==> config.mk <==
export PLATFORM = sky130hd
export DESIGN_NAME = rc_receiver_frame_decoder_top_flat
export DESIGN_NICKNAME = d
export VERILOG_FILES = /design/src/rcfd_pkg.sv /design/src/rcfd_if.sv /design/src/rcfd_ctrl.sv /design/src/rcfd_dp.sv /design/src/rc_receiver_frame_decoder_top.sv /design/src/flat_wrapper.sv
export SDC_FILE = /design/constraint.sdc
export NUM_CORES = 1
export LEC_CHECK = 0
export ABC_AREA = 1
export BUFFER_PORTS_ARGS = -buffer_cell sky130_fd_sc_hd__buf_2
export CAP_MARGIN = 20
export CORE_UTILIZATION = 65
export DETAILED_ROUTE_END_ITERATION = 10
export GPL_TIMING_DRIVEN = 1
export PLACE_DENSITY = 0.89
export SLEW_MARGIN = 25
export SYNTH_ARGS = -nofsm -noshare
export SYNTH_HDL_FRONTEND = slang
export SYNTH_SLANG_ARGS = --single-unit
==> constraint.sdc <==
create_clock -name clock -period 7.1 [get_ports clock]
set_clock_uncertainty 0.2 [all_clocks]
set_input_delay 1.42 -clock clock [delete_from_list [all_inputs] [get_ports clock]]
set_output_delay 1.42 -clock clock [all_outputs]
set_load 0.1 [all_outputs]
==> src/rcfd_pkg.sv <==
// ----------------------------------------------------------------------------
// RC receiver frame decoder package
// Shared types and constants for the frame decoder controller and datapath.
// ----------------------------------------------------------------------------
package rcfd_pkg;

   // Frame format.
   localparam logic [7:0]  FRAME_LEN   = 8'd32;
   localparam logic [7:0]  FRAME_TYPE  = 8'h40;
   localparam logic [15:0] SUM_GOOD    = 16'hFFFF;
   localparam logic [4:0]  POS_LEN     = 5'd0;
   localparam logic [4:0]  POS_TYPE    = 5'd1;
   localparam logic [4:0]  POS_CK_LOW  = 5'd30;
   localparam logic [4:0]  POS_CK_HIGH = 5'd31;

   // Field widths.
   localparam int BYTE_W   = 8;
   localparam int WORD_W   = 16;
   localparam int INDEX_W  = 4;
   localparam int STATUS_W = 2;
   localparam int POS_W    = 5;
   localparam int CSR_IDX_W = 4;

   // Result status codes.
   localparam logic [STATUS_W-1:0] ST_OK      = 2'd0;
   localparam logic [STATUS_W-1:0] ST_LEN_ERR = 2'd1;
   localparam logic [STATUS_W-1:0] ST_TYPE_ERR = 2'd2;
   localparam logic [STATUS_W-1:0] ST_SUM_ERR = 2'd3;

   // Configuration register indexes.
   localparam logic [CSR_IDX_W-1:0] CSR_ARM_CHANNEL  = 4'd0;
   localparam logic [CSR_IDX_W-1:0] CSR_DISARM_VALUE = 4'd1;
   localparam logic [WORD_W-1:0]    DISARM_RESET     = 16'd1000;

   // Commands from the controller to the datapath.
   typedef struct packed {
      logic                accept;
      logic                ld_status;
      logic [STATUS_W-1:0] status;
      logic                ld_disarm;
      logic                ld_chan;
      logic                rd_arm;
      logic                rd_chan;
      logic                idx_clr;
      logic                idx_inc;
   } cmd_type;

   // Status from the datapath to the controller.
   typedef struct packed {
      logic frame_end;
      logic type_err;
      logic sum_err;
      logic arm_in_range;
      logic arm_match;
      logic idx_last;
      logic out_free;
   } stat_type;

endpackage

==> src/rcfd_if.sv <==
// ----------------------------------------------------------------------------
// RC receiver frame decoder channel interfaces
// Valid/ready channels for received bytes, results and register writes.
// ----------------------------------------------------------------------------

// Received serial byte channel.
interface rcfd_req_if;
   logic                        valid;
   logic                        ready;
   logic [rcfd_pkg::BYTE_W-1:0] rx_byte;

   modport source (output valid, output rx_byte, input ready);
   modport sink   (input valid, input rx_byte, output ready);
endinterface

// Decoded result channel.
interface rcfd_rsp_if;
   logic                          valid;
   logic                          ready;
   logic [rcfd_pkg::STATUS_W-1:0] frame_status;
   logic                          disarm;
   logic                          channel_valid;
   logic [rcfd_pkg::INDEX_W-1:0]  channel_index;
   logic [rcfd_pkg::WORD_W-1:0]   channel_value;
   logic                          last;

   modport source (output valid, output frame_status, output disarm,
                   output channel_valid, output channel_index,
                   output channel_value, output last, input ready);
   modport sink   (input valid, input frame_status, input disarm,
                   input channel_valid, input channel_index,
                   input channel_value, input last, output ready);
endinterface

// Configuration register write channel.
interface rcfd_csr_if;
   logic                           valid;
   logic                           ready;
   logic [rcfd_pkg::CSR_IDX_W-1:0] index;
   logic [rcfd_pkg::WORD_W-1:0]    data;

   modport source (output valid, output index, output data, input ready);
   modport sink   (input valid, input index, input data, output ready);
endinterface

==> src/rcfd_ctrl.sv <==
// ----------------------------------------------------------------------------
// RC receiver frame decoder controller
// Sequences byte intake, frame-end checks, the disarm test and channel drain.
// ----------------------------------------------------------------------------
module rcfd_ctrl (
   input  logic               clock,
   input  logic               reset,
   input  logic               req_valid,
   output logic               req_ready,
   input  rcfd_pkg::stat_type stat,
   output rcfd_pkg::cmd_type  cmd
);

   typedef enum logic [2:0] {
      S_IDLE,
      S_EVAL,
      S_ARM,
      S_RD,
      S_OUT
   } state_type;

   state_type state_ff;
   state_type state_in;

   // Bytes are taken only while idle and the result register can take a beat.
   assign req_ready = (state_ff == S_IDLE) && stat.out_free;

   // Next state and datapath commands.
   always_comb begin
      state_in   = state_ff;
      cmd        = '0;
      cmd.status = rcfd_pkg::ST_OK;
      case (state_ff)
         S_IDLE: begin
            cmd.accept = req_valid && req_ready;
            if (cmd.accept && stat.frame_end) begin
               state_in = S_EVAL;
            end
         end
         S_EVAL: begin
            if (stat.type_err || stat.sum_err) begin
               if (stat.out_free) begin
                  cmd.ld_status = 1'b1;
                  cmd.status    = stat.type_err ? rcfd_pkg::ST_TYPE_ERR
                                                : rcfd_pkg::ST_SUM_ERR;
                  state_in      = S_IDLE;
               end
            end else if (stat.arm_in_range) begin
               cmd.rd_arm = 1'b1;
               state_in   = S_ARM;
            end else begin
               cmd.idx_clr = 1'b1;
               state_in    = S_RD;
            end
         end
         S_ARM: begin
            if (stat.arm_match) begin
               if (stat.out_free) begin
                  cmd.ld_disarm = 1'b1;
                  state_in      = S_IDLE;
               end
            end else begin
               cmd.idx_clr = 1'b1;
               state_in    = S_RD;
            end
         end
         S_RD: begin
            cmd.rd_chan = 1'b1;
            state_in    = S_OUT;
         end
         S_OUT: begin
            if (stat.out_free) begin
               cmd.ld_chan = 1'b1;
               if (stat.idx_last) begin
                  state_in = S_IDLE;
               end else begin
                  cmd.idx_inc = 1'b1;
                  state_in    = S_RD;
               end
            end
         end
         default: begin
            state_in = S_IDLE;
         end
      endcase
   end

   // State register.
   always_ff @(posedge clock) begin
      if (reset) begin
         state_ff <= S_IDLE;
      end else begin
         state_ff <= state_in;
      end
   end

endmodule

==> src/rcfd_dp.sv <==
// ----------------------------------------------------------------------------
// RC receiver frame decoder datapath
// Frame position, checksum, channel memory, configuration and result register.
// ----------------------------------------------------------------------------
module rcfd_dp #(
   parameter int CHANNELS = 14
) (
   input  logic                            clock,
   input  logic                            reset,
   input  logic [rcfd_pkg::BYTE_W-1:0]     rx_byte,
   input  logic                            csr_we,
   input  logic [rcfd_pkg::CSR_IDX_W-1:0]  csr_index,
   input  logic [rcfd_pkg::WORD_W-1:0]     csr_data,
   input  logic                            rsp_ready,
   input  rcfd_pkg::cmd_type               cmd,
   output rcfd_pkg::stat_type              stat,
   output logic                            rsp_valid,
   output logic [rcfd_pkg::STATUS_W-1:0]   rsp_frame_status,
   output logic                            rsp_disarm,
   output logic                            rsp_channel_valid,
   output logic [rcfd_pkg::INDEX_W-1:0]    rsp_channel_index,
   output logic [rcfd_pkg::WORD_W-1:0]     rsp_channel_value,
   output logic                            rsp_last
);

   localparam int AW = (CHANNELS > 1) ? $clog2(CHANNELS) : 1;
   localparam logic [rcfd_pkg::INDEX_W-1:0] LAST_IDX =
      rcfd_pkg::INDEX_W'(CHANNELS - 1);
   localparam logic [rcfd_pkg::INDEX_W-1:0] NUM_CH = rcfd_pkg::INDEX_W'(CHANNELS);

   // Configuration registers.
   logic [rcfd_pkg::INDEX_W-1:0] arm_channel_ff;
   logic [rcfd_pkg::WORD_W-1:0]  disarm_value_ff;

   // Frame tracking.
   logic [rcfd_pkg::POS_W-1:0]  byte_pos_ff;
   logic [rcfd_pkg::POS_W-1:0]  byte_pos_in;
   logic [rcfd_pkg::WORD_W-1:0] running_sum_ff;
   logic [rcfd_pkg::WORD_W-1:0] running_sum_in;
   logic                        type_good_ff;
   logic [rcfd_pkg::BYTE_W-1:0] checksum_low_ff;
   logic [rcfd_pkg::BYTE_W-1:0] low_byte_ff;
   logic                        type_err_ff;
   logic                        sum_err_ff;

   // Channel memory and its registered read port.
   logic [rcfd_pkg::WORD_W-1:0] mem_ff [CHANNELS];
   logic [rcfd_pkg::WORD_W-1:0] rd_data_ff;
   logic [AW-1:0]               rd_addr;
   logic [rcfd_pkg::INDEX_W-1:0] idx_ff;

   // Byte decode.
   logic [rcfd_pkg::POS_W-1:0]   pos_off;
   logic [rcfd_pkg::INDEX_W-1:0] ch_num;
   logic                         in_channels;
   logic                         mem_we;
   logic                         len_err;
   logic [rcfd_pkg::WORD_W-1:0]  frame_total;

   // Result register.
   logic                          rsp_valid_ff;
   logic [rcfd_pkg::STATUS_W-1:0] status_ff;
   logic                          disarm_ff;
   logic                          chv_ff;
   logic [rcfd_pkg::INDEX_W-1:0]  chi_ff;
   logic [rcfd_pkg::WORD_W-1:0]   chval_ff;
   logic                          last_ff;

   assign pos_off     = byte_pos_ff - 5'd2;
   assign ch_num      = pos_off[rcfd_pkg::POS_W-1:1];
   assign in_channels = (byte_pos_ff > rcfd_pkg::POS_TYPE) &&
                        (byte_pos_ff < rcfd_pkg::POS_CK_LOW) && (ch_num < NUM_CH);
   assign mem_we      = cmd.accept && in_channels && byte_pos_ff[0];
   assign len_err     = cmd.accept && (byte_pos_ff == rcfd_pkg::POS_LEN) &&
                        (rx_byte != rcfd_pkg::FRAME_LEN);
   assign frame_total = running_sum_ff + {rx_byte, checksum_low_ff};

   // Position and running sum for the next byte.
   always_comb begin
      byte_pos_in    = byte_pos_ff;
      running_sum_in = running_sum_ff + {8'd0, rx_byte};
      case (byte_pos_ff)
         rcfd_pkg::POS_LEN: begin
            running_sum_in = {8'd0, rx_byte};
            byte_pos_in    = (rx_byte == rcfd_pkg::FRAME_LEN) ? 5'd1 : 5'd0;
         end
         rcfd_pkg::POS_CK_LOW: begin
            running_sum_in = running_sum_ff;
            byte_pos_in    = rcfd_pkg::POS_CK_HIGH;
         end
         rcfd_pkg::POS_CK_HIGH: begin
            running_sum_in = running_sum_ff;
            byte_pos_in    = rcfd_pkg::POS_LEN;
         end
         default: begin
            byte_pos_in = byte_pos_ff + 5'd1;
         end
      endcase
   end

   // Configuration writes; unknown indexes are dropped.
   always_ff @(posedge clock) begin
      if (reset) begin
         arm_channel_ff  <= '0;
         disarm_value_ff <= rcfd_pkg::DISARM_RESET;
      end else if (csr_we) begin
         if (csr_index == rcfd_pkg::CSR_ARM_CHANNEL) begin
            arm_channel_ff <= csr_data[rcfd_pkg::INDEX_W-1:0];
         end else if (csr_index == rcfd_pkg::CSR_DISARM_VALUE) begin
            disarm_value_ff <= csr_data;
         end
      end
   end

   // Frame tracking registers.
   always_ff @(posedge clock) begin
      if (reset) begin
         byte_pos_ff <= rcfd_pkg::POS_LEN;
      end else if (cmd.accept) begin
         byte_pos_ff <= byte_pos_in;
      end
   end

   always_ff @(posedge clock) begin
      if (cmd.accept) begin
         running_sum_ff <= running_sum_in;
         if (byte_pos_ff == rcfd_pkg::POS_TYPE) begin
            type_good_ff <= (rx_byte == rcfd_pkg::FRAME_TYPE);
         end
         if (byte_pos_ff == rcfd_pkg::POS_CK_LOW) begin
            checksum_low_ff <= rx_byte;
         end
         if (!byte_pos_ff[0]) begin
            low_byte_ff <= rx_byte;
         end
         if (byte_pos_ff == rcfd_pkg::POS_CK_HIGH) begin
            type_err_ff <= !type_good_ff;
            sum_err_ff  <= (frame_total != rcfd_pkg::SUM_GOOD);
         end
      end
   end

   // Channel memory: the whole word is written on its high byte.
   always_ff @(posedge clock) begin
      if (mem_we) begin
         mem_ff[ch_num[AW-1:0]] <= {rx_byte, low_byte_ff};
      end
   end

   assign rd_addr = cmd.rd_arm ? arm_channel_ff[AW-1:0] : idx_ff[AW-1:0];

   always_ff @(posedge clock) begin
      if (cmd.rd_arm || cmd.rd_chan) begin
         rd_data_ff <= mem_ff[rd_addr];
      end
   end

   // Drain index.
   always_ff @(posedge clock) begin
      if (cmd.idx_clr) begin
         idx_ff <= '0;
      end else if (cmd.idx_inc) begin
         idx_ff <= idx_ff + 4'd1;
      end
   end

   // Result register: one beat held until the sink takes it.
   always_ff @(posedge clock) begin
      if (reset) begin
         rsp_valid_ff <= 1'b0;
      end else if (len_err || cmd.ld_status || cmd.ld_disarm || cmd.ld_chan) begin
         rsp_valid_ff <= 1'b1;
      end else if (rsp_ready) begin
         rsp_valid_ff <= 1'b0;
      end
   end

   always_ff @(posedge clock) begin
      if (len_err || cmd.ld_status || cmd.ld_disarm || cmd.ld_chan) begin
         status_ff <= len_err ? rcfd_pkg::ST_LEN_ERR :
                      cmd.ld_status ? cmd.status : rcfd_pkg::ST_OK;
         disarm_ff <= cmd.ld_disarm && !len_err;
         chv_ff    <= cmd.ld_chan && !len_err;
         chi_ff    <= (cmd.ld_chan && !len_err) ? idx_ff : '0;
         chval_ff  <= (cmd.ld_chan && !len_err) ? rd_data_ff : '0;
         last_ff   <= len_err || !cmd.ld_chan || (idx_ff == LAST_IDX);
      end
   end

   assign rsp_valid         = rsp_valid_ff;
   assign rsp_frame_status  = status_ff;
   assign rsp_disarm        = disarm_ff;
   assign rsp_channel_valid = chv_ff;
   assign rsp_channel_index = chi_ff;
   assign rsp_channel_value = chval_ff;
   assign rsp_last          = last_ff;

   // Status toward the controller.
   assign stat.frame_end    = (byte_pos_ff == rcfd_pkg::POS_CK_HIGH);
   assign stat.type_err     = type_err_ff;
   assign stat.sum_err      = sum_err_ff;
   assign stat.arm_in_range = (arm_channel_ff < NUM_CH);
   assign stat.arm_match    = (rd_data_ff == disarm_value_ff);
   assign stat.idx_last     = (idx_ff == LAST_IDX);
   assign stat.out_free     = !rsp_valid_ff || rsp_ready;

endmodule

==> src/rc_receiver_frame_decoder_top.sv <==
// ----------------------------------------------------------------------------
// RC receiver frame decoder
// Decodes 32-byte servo frames into a status, a disarm flag or 14 channels.
// ----------------------------------------------------------------------------
//  Channel   Direction  Payload                                       Beat
//  req_ch    in         rx_byte                                       one byte
//  rsp_ch    out        frame_status disarm channel_valid             one result
//                       channel_index channel_value last
//  csr_ch    in         index data                                    one write
//
//  A byte that ends no frame is taken without the controller leaving idle.
//  The final checksum byte starts a frame-end pass: an error or disarm
//  result, or else one result per channel, each read through the single
//  registered read port of the channel memory.
//  Reset is synchronous; after it the decoder waits for a length byte.
//  A stalled result holds the result register and the controller in place.
// ----------------------------------------------------------------------------
module rc_receiver_frame_decoder_top #(
   parameter int CHANNELS = 14
) (
   input  logic       clock,
   input  logic       reset,
   rcfd_req_if.sink   req_ch,
   rcfd_rsp_if.source rsp_ch,
   rcfd_csr_if.sink   csr_ch
);

   rcfd_pkg::cmd_type  cmd;
   rcfd_pkg::stat_type stat;

   // Register writes are always taken.
   assign csr_ch.ready = 1'b1;

   rcfd_ctrl u_ctrl (
      .clock     (clock),
      .reset     (reset),
      .req_valid (req_ch.valid),
      .req_ready (req_ch.ready),
      .stat      (stat),
      .cmd       (cmd)
   );

   rcfd_dp #(
      .CHANNELS (CHANNELS)
   ) u_dp (
      .clock             (clock),
      .reset             (reset),
      .rx_byte           (req_ch.rx_byte),
      .csr_we            (csr_ch.valid),
      .csr_index         (csr_ch.index),
      .csr_data          (csr_ch.data),
      .rsp_ready         (rsp_ch.ready),
      .cmd               (cmd),
      .stat              (stat),
      .rsp_valid         (rsp_ch.valid),
      .rsp_frame_status  (rsp_ch.frame_status),
      .rsp_disarm        (rsp_ch.disarm),
      .rsp_channel_valid (rsp_ch.channel_valid),
      .rsp_channel_index (rsp_ch.channel_index),
      .rsp_channel_value (rsp_ch.channel_value),
      .rsp_last          (rsp_ch.last)
   );

endmodule

==> src/flat_wrapper.sv <==
// flat-port wrapper written by rule: the top's interface ports become plain ports
module rc_receiver_frame_decoder_top_flat 
#(
   parameter int CHANNELS = 14
)
  (clock, reset, req_ch_valid, req_ch_rx_byte, req_ch_ready, rsp_ch_valid, rsp_ch_frame_status, rsp_ch_disarm, rsp_ch_channel_valid, rsp_ch_channel_index, rsp_ch_channel_value, rsp_ch_last, rsp_ch_ready, csr_ch_valid, csr_ch_index, csr_ch_data, csr_ch_ready);
  rcfd_req_if req_ch_i ();
  rcfd_rsp_if rsp_ch_i ();
  rcfd_csr_if csr_ch_i ();
  input  logic clock;
  input  logic reset;
  input wire logic [$bits(req_ch_i.valid)-1:0] req_ch_valid;
  input wire logic [$bits(req_ch_i.rx_byte)-1:0] req_ch_rx_byte;
  output wire logic [$bits(req_ch_i.ready)-1:0] req_ch_ready;
  output wire logic [$bits(rsp_ch_i.valid)-1:0] rsp_ch_valid;
  output wire logic [$bits(rsp_ch_i.frame_status)-1:0] rsp_ch_frame_status;
  output wire logic [$bits(rsp_ch_i.disarm)-1:0] rsp_ch_disarm;
  output wire logic [$bits(rsp_ch_i.channel_valid)-1:0] rsp_ch_channel_valid;
  output wire logic [$bits(rsp_ch_i.channel_index)-1:0] rsp_ch_channel_index;
  output wire logic [$bits(rsp_ch_i.channel_value)-1:0] rsp_ch_channel_value;
  output wire logic [$bits(rsp_ch_i.last)-1:0] rsp_ch_last;
  input wire logic [$bits(rsp_ch_i.ready)-1:0] rsp_ch_ready;
  input wire logic [$bits(csr_ch_i.valid)-1:0] csr_ch_valid;
  input wire logic [$bits(csr_ch_i.index)-1:0] csr_ch_index;
  input wire logic [$bits(csr_ch_i.data)-1:0] csr_ch_data;
  output wire logic [$bits(csr_ch_i.ready)-1:0] csr_ch_ready;
  assign req_ch_i.valid = req_ch_valid;
  assign req_ch_i.rx_byte = req_ch_rx_byte;
  assign req_ch_ready = req_ch_i.ready;
  assign rsp_ch_valid = rsp_ch_i.valid;
  assign rsp_ch_frame_status = rsp_ch_i.frame_status;
  assign rsp_ch_disarm = rsp_ch_i.disarm;
  assign rsp_ch_channel_valid = rsp_ch_i.channel_valid;
  assign rsp_ch_channel_index = rsp_ch_i.channel_index;
  assign rsp_ch_channel_value = rsp_ch_i.channel_value;
  assign rsp_ch_last = rsp_ch_i.last;
  assign rsp_ch_i.ready = rsp_ch_ready;
  assign csr_ch_i.valid = csr_ch_valid;
  assign csr_ch_i.index = csr_ch_index;
  assign csr_ch_i.data = csr_ch_data;
  assign csr_ch_ready = csr_ch_i.ready;
  rc_receiver_frame_decoder_top #(.CHANNELS(CHANNELS)) u_core (.clock(clock), .reset(reset), .req_ch(req_ch_i), .rsp_ch(rsp_ch_i), .csr_ch(csr_ch_i));
endmodule
==> out/qor.yml, run 1 <==
final_layout:
  final_layout_size_suffix_gt1_share_pct: 8.90
  fillers: 1490
  finalNetCount: 1765
  syn_to_final_growth_pct: 11.2
  final_area_um2: 17500
  utilization_pct: 74.1
  finalNonFillerCells: 2040
sta:
  rsz0062_at_grt: "no"
  min_period_ns: 3.86
  hold_ws_ns: 0.278
  finalHoldViolations: 0
  worst_slew_pin_slew_ns: 1.10
  finalMaxSlewViolations: 0
  finalCritPeriodShare_pct: 54.4
  fin_tns_setup_ns: 0
  finalWorstSetupSlack_ns: 3.24
  clock.fmax_ghz: 0.259
  setup_viol: 0
  relSlewSlack_pct: 26.4
logic_synthesis:
  syn-cell-area_um2: 15700
  synth_top_area_share_pct: 57.3
  synth_seq_area_share_pct: 61.5
  ys_ff_latch: 333
  syn_avg_cell_area_um2: 9.64
  synthArstFlopShare_pct: 0
  synth_cell_types: 39
  synth_area_leaders: "edfxtp_1 (57%), nand2_1 (10%), inv_1 (6.6%), nand3_1 (6.5%), dfxtp_1 (4.2%)"
  synth_fp_nets: 1701
  synthCells: 1632
  synth-main-ff-cell: "edfxtp_1"
  yosys.area.top_type: "edfxtp_1"
  synth_edf_count: 300
  yosysWarnings: 0
power:
  post-layout-total-power_mw: 4.65
  peakVddDrop_mv: 0.230
  p_leak_nw: 7.59
  power_density_nw_per_um2: 266
global_routing:
  grt_overflow_total: 0
  grt_usage_pct: 32.4
  grt_antenna_before_repair: 2
  grt_max_degree: 84
  grt_first_pass_wirelength_mm: 60.4
  first_global_vias: 11700
floorplanning:
  core_area_um2: 23600
  rows: 56
  die_x_um: 158
  die_y_um: 158
  die_area_um2: 24800
  initial_core_util_pct: 66.6
  pin_count: 61
critical_path:
  critPathArrivalTime_ns: 2.24
  reg2reg_depth: 12
  crit_fanout: 6
  end_kind: "output pin"
  r2r-start: "u_core.u_dp.type_err_ff"
  r2r-end: "u_core.u_dp.rd_data_ff[5]"
  path_class: "in -> out"
  r2r_slack_ns: 3.38
  startpoint_type: "input pin"
  cp_data_required_time_ns: 5.48
hold_path:
  holdPathEnd: "u_core.u_dp.arm_channel_ff[2]"
  hp-start: "u_core.u_dp.arm_channel_ff[2]"
  min_path_cells: 2
  holdCritPathClass: "reg -> reg"
run_status:
  failed_checks: "DRC"
  status: "complete, but fails checks"
clocking:
  cts_tree: "yes"
  clock-sinks: 333
  hold_buffers: 0
  clk_path_buf_depth: 3
  cts_root_buf: "clkbuf_16"
  clk_latency_ns: 0.52
  cts.clk_slew.worst_paths_ns: 0.06
  ctsResizeCount: 0
  cts_buffers: 35
  cts_setup_buffers: 0
  htreeDepth: 2
drt:
  vias: 12100
  viasPerCell: 5.92
  ant_nets: 0
  wl_per_cell_um: 19.2
  drt_iter0_markers: 1574
  drc: 1
  first_pass_iters: 9
  wirelength_mm: 39.1
placement:
  dpl_worst_slack_ns: 2.87
  postPlaceCellArea_um2: 16400
  port_buffers: 59
  dp_hpwl_mm: 23.1
  placed_cells: 1978
  gp_congestion: 0.907
job:
  drv_cap: 0
worst max path at each step:
stage	slack, ns	cells after the start	from	endpoint
after CTS	3.25	4	rsp_ch_ready	req_ch_ready
after detailed placement	2.87	10	rsp_ch_ready	u_core.u_dp.mem_ff[2][0]
after floorplan	1.46	6	rsp_ch_ready	u_core.u_dp.mem_ff[3][0]
final	3.24	4	rsp_ch_ready	req_ch_ready
after global placement	2.97	10	rsp_ch_ready	u_core.u_dp.mem_ff[2][5]
after global routing	3.16	10	rsp_ch_ready	u_core.u_dp.mem_ff[2][0]
where the power goes:
group | internal (mW) | switching [mW]
sequential | 2.19 | 0.0409
clock | 1.04 | 0.740
combinational | 0.171 | 0.473
placed cells by master (no fill, tap or decap), types with 7 or more instances in the layout:
master | synthesis | layout
buf_2 | 14 | 59
buf_4 | 13 | 24
dfxtp_1 | 33 | 33
nand3_1 | 205 | 205
inv_1 | 276 | 276
edfxtp_1 | 300 | 300
ha_1 | 34 | 34
xor2_1 | 7 | 7
xnor2_1 | 14 | 14
clkinv_2 | 0 | 8
a21oi_1 | 42 | 42
nand4_1 | 11 | 11
o211ai_1 | 16 | 16
nand3b_1 | 32 | 32
clkbuf_16 | 0 | 37
nand2_1 | 422 | 422
nor2_1 | 109 | 108
o21ai_0 | 33 | 32
cell families after synthesis:
logic type / synth area share [%]
simple gates: 22.2
buf+inv: 8.39
flops: 61.5
compound gates: 3.79
fa+ha+maj: 2.96
xor+xnor: 1.17
other cells: 0.0238
critical path, cell delays in order:
cell    delay (ns)
buf_2         0.09
nor2_1        0.29
nor2_1        0.12
buf_2         0.31
layout make-up:
cell class	count	area [µm²]	share of cell area [%]
diodes	1	2.50	0.0143
clock buffers	45	976	5.58
clock inverters	16	128	0.730
inverters	278	1040	5.97
multi-input cells	965	4800	27.4
flip-flops and latches	333	9670	55.3
well taps	319	399	2.28
repair buffers	83	475	2.72
state kept, by name (all words and copies together), names as in the netlist, 2 cells and up:
register	flops
u_core.u_dp.running_sum_ff	16
u_core.u_dp.rsp_channel_value	16
u_core.u_dp.disarm_value_ff	16
u_core.u_dp.low_byte_ff	8
u_core.u_dp.rsp_channel_index	4
u_core.u_dp.checksum_low_ff	8
u_core.u_dp.rd_data_ff	16
u_core.u_dp.mem_ff	224
u_core.u_dp.byte_pos_ff	5
u_core.u_dp.arm_channel_ff	4
u_core.u_ctrl.state_ff	3
u_core.u_dp.rsp_frame_status	2
u_core.u_dp.idx_ff	4
Yosys cell counts, types with 13 or more instances:
cell type and count:
buf_4 13, nand3b_1 32, clkbuf_1 27, nor2_1 109
buf_2 14, dfxtp_1 33, o211ai_1 16, edfxtp_1 300
a21oi_1 42, nand2_1 422, inv_1 276, o21ai_0 33
nand3_1 205, ha_1 34, xnor2_1 14
routing by layer:
metal / routed length (µm) / GRT usage, %
met5: 13 / 0
met4: 1630 / 16.8
met3: 4290 / 6.54
met2: 18800 / 53.9
met1: 14400 / 40.2
No activity file was read; power rests on OpenSTA's default activity.
==> run 2: changes to the inputs <==
--- a/config.mk
+++ b/config.mk
@@ -5,13 +5,13 @@
 export SDC_FILE = /design/constraint.sdc
 export NUM_CORES = 1
 export LEC_CHECK = 0
-export ABC_AREA = 1
+export ABC_AREA = 0
 export BUFFER_PORTS_ARGS = -buffer_cell sky130_fd_sc_hd__buf_2
 export CAP_MARGIN = 20
-export CORE_UTILIZATION = 65
+export CORE_UTILIZATION = 56
 export DETAILED_ROUTE_END_ITERATION = 10
 export GPL_TIMING_DRIVEN = 1
-export PLACE_DENSITY = 0.89
+export PLACE_DENSITY = 0.82
 export SLEW_MARGIN = 25
 export SYNTH_ARGS = -nofsm -noshare
 export SYNTH_HDL_FRONTEND = slang
==> constraint.sdc (replaced) <==
create_clock -name clock -period 3.19 [get_ports clock]
set_clock_uncertainty 0.2 [all_clocks]
set_input_delay 0.638 -clock clock [delete_from_list [all_inputs] [get_ports clock]]
set_output_delay 0.638 -clock clock [all_outputs]
set_load 0.1 [all_outputs]
==> run 2 against run 1 <==
  * The flow now finishes without violations
  * First-iteration DRC count decreased by 22%
  * Routed wire length decreased by 16%
  * Clock-buffer cell count increased by 1
  * Final area decreased by 4.0%
  * Register-to-register slack got worse by 3.2 ns
  * Worst hold slack got worse by 0.14 ns
  * Combinational power increased by 52%
  * Sequential power increased by 120%
  * Power increased by 110%
  * Synthesized cell count decreased by 27%
  * Critical endpoint is now u_core.u_dp.rd_data_ff[12]
  * Highest routed layer is now met4
==> out/qor.yml, run 2 <==
logic_synthesis:
  synth_top_area_share_pct: 61.8
  synth_area_leaders: "edfxtp_1 (62%), nand2_1 (5.9%), dfxtp_1 (4.5%), ha_1 (2.9%), o21ai_0 (2.4%)"
  netlist_top_cells_count: "edfxtp_1 (300), nand2_1 (228), o21ai_0 (71)"
  synth-main-ff-cell: "edfxtp_1"
  synthCells: 1191
  synthArstFlopShare_pct: 0
  synth_seq_area_share_pct: 66.4
  ys_ff_latch: 333
  syn_avg_cell_area_um2: 12.2
  synth_cell_types: 63
  synthAdderAreaFrac_pct: 3.19
  synth_fp_nets: 1260
  synthSimpleGateAreaFrac_pct: 13.5
  syn-cell-area_um2: 14600
  synth_top_family_by_area: "simple AND/OR/NAND/NOR gates"
  yosysMostFrequentCell: "edfxtp_1"
  synth_xor_area_share_pct: 2.46
  yosys.area.top_type: "edfxtp_1"
  synth_compound_area_share_pct: 11.4
  synth_edf_count: 300
  yosysWarnings: 0
  synth_mux_area_share_pct: 0.412
floorplanning:
  die_area_um2: 26700
  pin_count: 61
  die_x_um: 163
  core_area_um2: 25300
  rows: 58
  initial_core_util_pct: 57.5
  die_y_um: 163
global_routing:
  grt_max_degree: 97
  first_global_vias: 9614
  grt_antenna_before_repair: 0
  grt_overflow_total: 0
  grt_usage_pct: 25.0
  grt_first_pass_wirelength_mm: 50.8
clocking:
  htreeDepth: 2
  clk_latency_ns: 0.52
  clk_path_buf_depth: 3
  cts_root_buf: "clkbuf_16"
  clock-sinks: 333
  cts_setup_buffers: 0
  cts.clk_slew.worst_paths_ns: 0.06
  cts_tree: "yes"
  cts_buffers: 34
final_layout:
  antenna_cells: 0
  syn_to_final_growth_pct: 15.3
  fillers: 1739
  largest_reg_flops: 224
  final_layout_size_suffix_gt1_share_pct: 14.0
  final_cell_mix: "edfxtp_1 (300), nand2_1 (228), o21ai_0 (71)"
  multi_input_comb_area_um2: 4590
  finalNetCount: 1346
  regArea_um2: 9670
  final_area_um2: 16800
  utilization_pct: 66.3
  layout_commonest_cell: "edfxtp_1"
sta:
  finalCritPeriodShare_pct: 94.7
  finalHoldViolations: 0
  finalWorstSetupSlack_ns: 0.168
  finalMaxSlewViolations: 0
  min_period_ns: 3.02
  clock.fmax_ghz: 0.331
  rsz0062_at_grt: "no"
  relSlewSlack_pct: 50.6
  worst_slew_pin_slew_ns: 0.740
  fin_tns_setup_ns: 0
  setup_viol: 0
critical_path:
  r2r-end: "u_core.u_dp.rd_data_ff[12]"
  r2r-start: "u_core.u_dp.sum_err_ff"
  critPathArrivalTime_ns: 3.13
  reg2reg_depth: 8
  path_class: "reg -> reg"
  r2r_slack_ns: 0.17
  critical_path.startpoint: "u_core.u_dp.sum_err_ff"
  startpoint_type: "flop"
  endpoint: "u_core.u_dp.rd_data_ff[12]"
  cp_data_required_time_ns: 3.30
  crit_fanout: 55
  end_kind: "flop"
drt:
  drt_iter0_markers: 1225
  wl_per_cell_um: 20.2
  vias: 9906
  wirelength_mm: 32.9
  ant_nets: 0
  first_pass_iters: 5
  drc: 0
  viasPerCell: 6.07
placement:
  dpl_worst_slack_ns: 0.0569
  postPlaceCellArea_um2: 15600
  port_buffers: 59
  gp_congestion: 0.871
  dp_hpwl_mm: 20.6
power:
  post-layout-total-power_mw: 9.92
  p_leak_nw: 6.12
  peakVddDrop_mv: 0.395
  power_density_nw_per_um2: 591
job:
  drv_cap: 0
run_status:
  status: "finished, final reports clean"
hold_path:
  holdCritPathClass: "in -> reg"
==> run 2: cell count changes in the layout (fill, tap and decap cells not counted), sizes merged, moves of 25 or more <==
cell and delta:
inv -255, nand2 -197, nand3 -162, nor2 -47
o21ai +42, buf +28, and2 +26, nand3b -25
==> run 2: cell families (layout without fill, tap and decap cells) <==
group                    Yosys count  count (layout)
AO/OA/AOI/OAI                    255             255
XOR/XNOR                          41              41
buffers and inverters             82             194
AND/OR/NAND/NOR                  437             437
multiplexers                       6               6
flip-flops                       333             333
other                              1               1
adder cells (fa/ha/maj)           36              36
==> run 2: worst min-delay path by stage <==
stage | from | to | cells past startpoint
3_5_place_dp | u_core.u_dp.disarm_value_ff[15] | u_core.u_dp.disarm_value_ff[15] | 2
6_report | csr_ch_data[5] | u_core.u_dp.disarm_value_ff[5] | 3
4_1_cts | csr_ch_data[5] | u_core.u_dp.disarm_value_ff[5] | 3
2_1_floorplan | u_core.u_dp.disarm_value_ff[0] | u_core.u_dp.disarm_value_ff[0] | 2
5_1_grt | csr_ch_data[6] | u_core.u_dp.disarm_value_ff[6] | 3
3_3_place_gp | u_core.u_dp.disarm_value_ff[13] | u_core.u_dp.disarm_value_ff[13] | 2
==> run 2: critical path, cell delays in order (launching register included) <==
cell	delay, ns
edfxtp_1	0.49
or2_2	0.40
or3_4	0.38
a21boi_4	0.24
buf_12	0.28
o21ai_0	0.14
a2bb2oi_1	0.18
a221o_1	0.34
o221ai_1	0.14
==> run 2: metal layers <==
| layer | wire length [µm] | part of all wire [%] | global-route usage, % |
|---|---|---|---|
| met5 | 0 | 0 | 0 |
| met1 | 12800 | 39 | 31.6 |
| met3 | 2330 | 7.1 | 3.38 |
| met2 | 16600 | 50 | 43.3 |
| met4 | 1250 | 3.8 | 10.7 |
==> run 2: report_power, final <==
group          switching (mW)  internal (mW)  total (mW)
clock                    1.62           2.41        4.03
combinational           0.673          0.308       0.981
sequential             0.0700           4.84        4.91
==> run 2: layout make-up <==
class | count | share of cell area [%]
Timing Repair Buffer | 111 | 5.35
Multi-Input combinational cell | 776 | 27.3
Tap cell | 330 | 2.46
Sequential cell | 333 | 57.6
Clock buffer | 46 | 5.58
Inverter | 21 | 0.469
Clock inverter | 16 | 1.27
==> run 2: metrics by stage <==
stage / cells / hold WS, ns
detailed placement: 1571 / 0.263
floorplan: 1191 / 0.249
CTS: 1633 / 0.127
finish: 1633 / 0.136
global route: 1633 / 0.147
global placement: 1571 / 0.256
==> run 2: repair_timing <==
action / 4_1_cts / 5_1_grt
hold buffers: 0 / 0
resized for setup: 0 / 4
setup endpoints to repair: 0 / 1
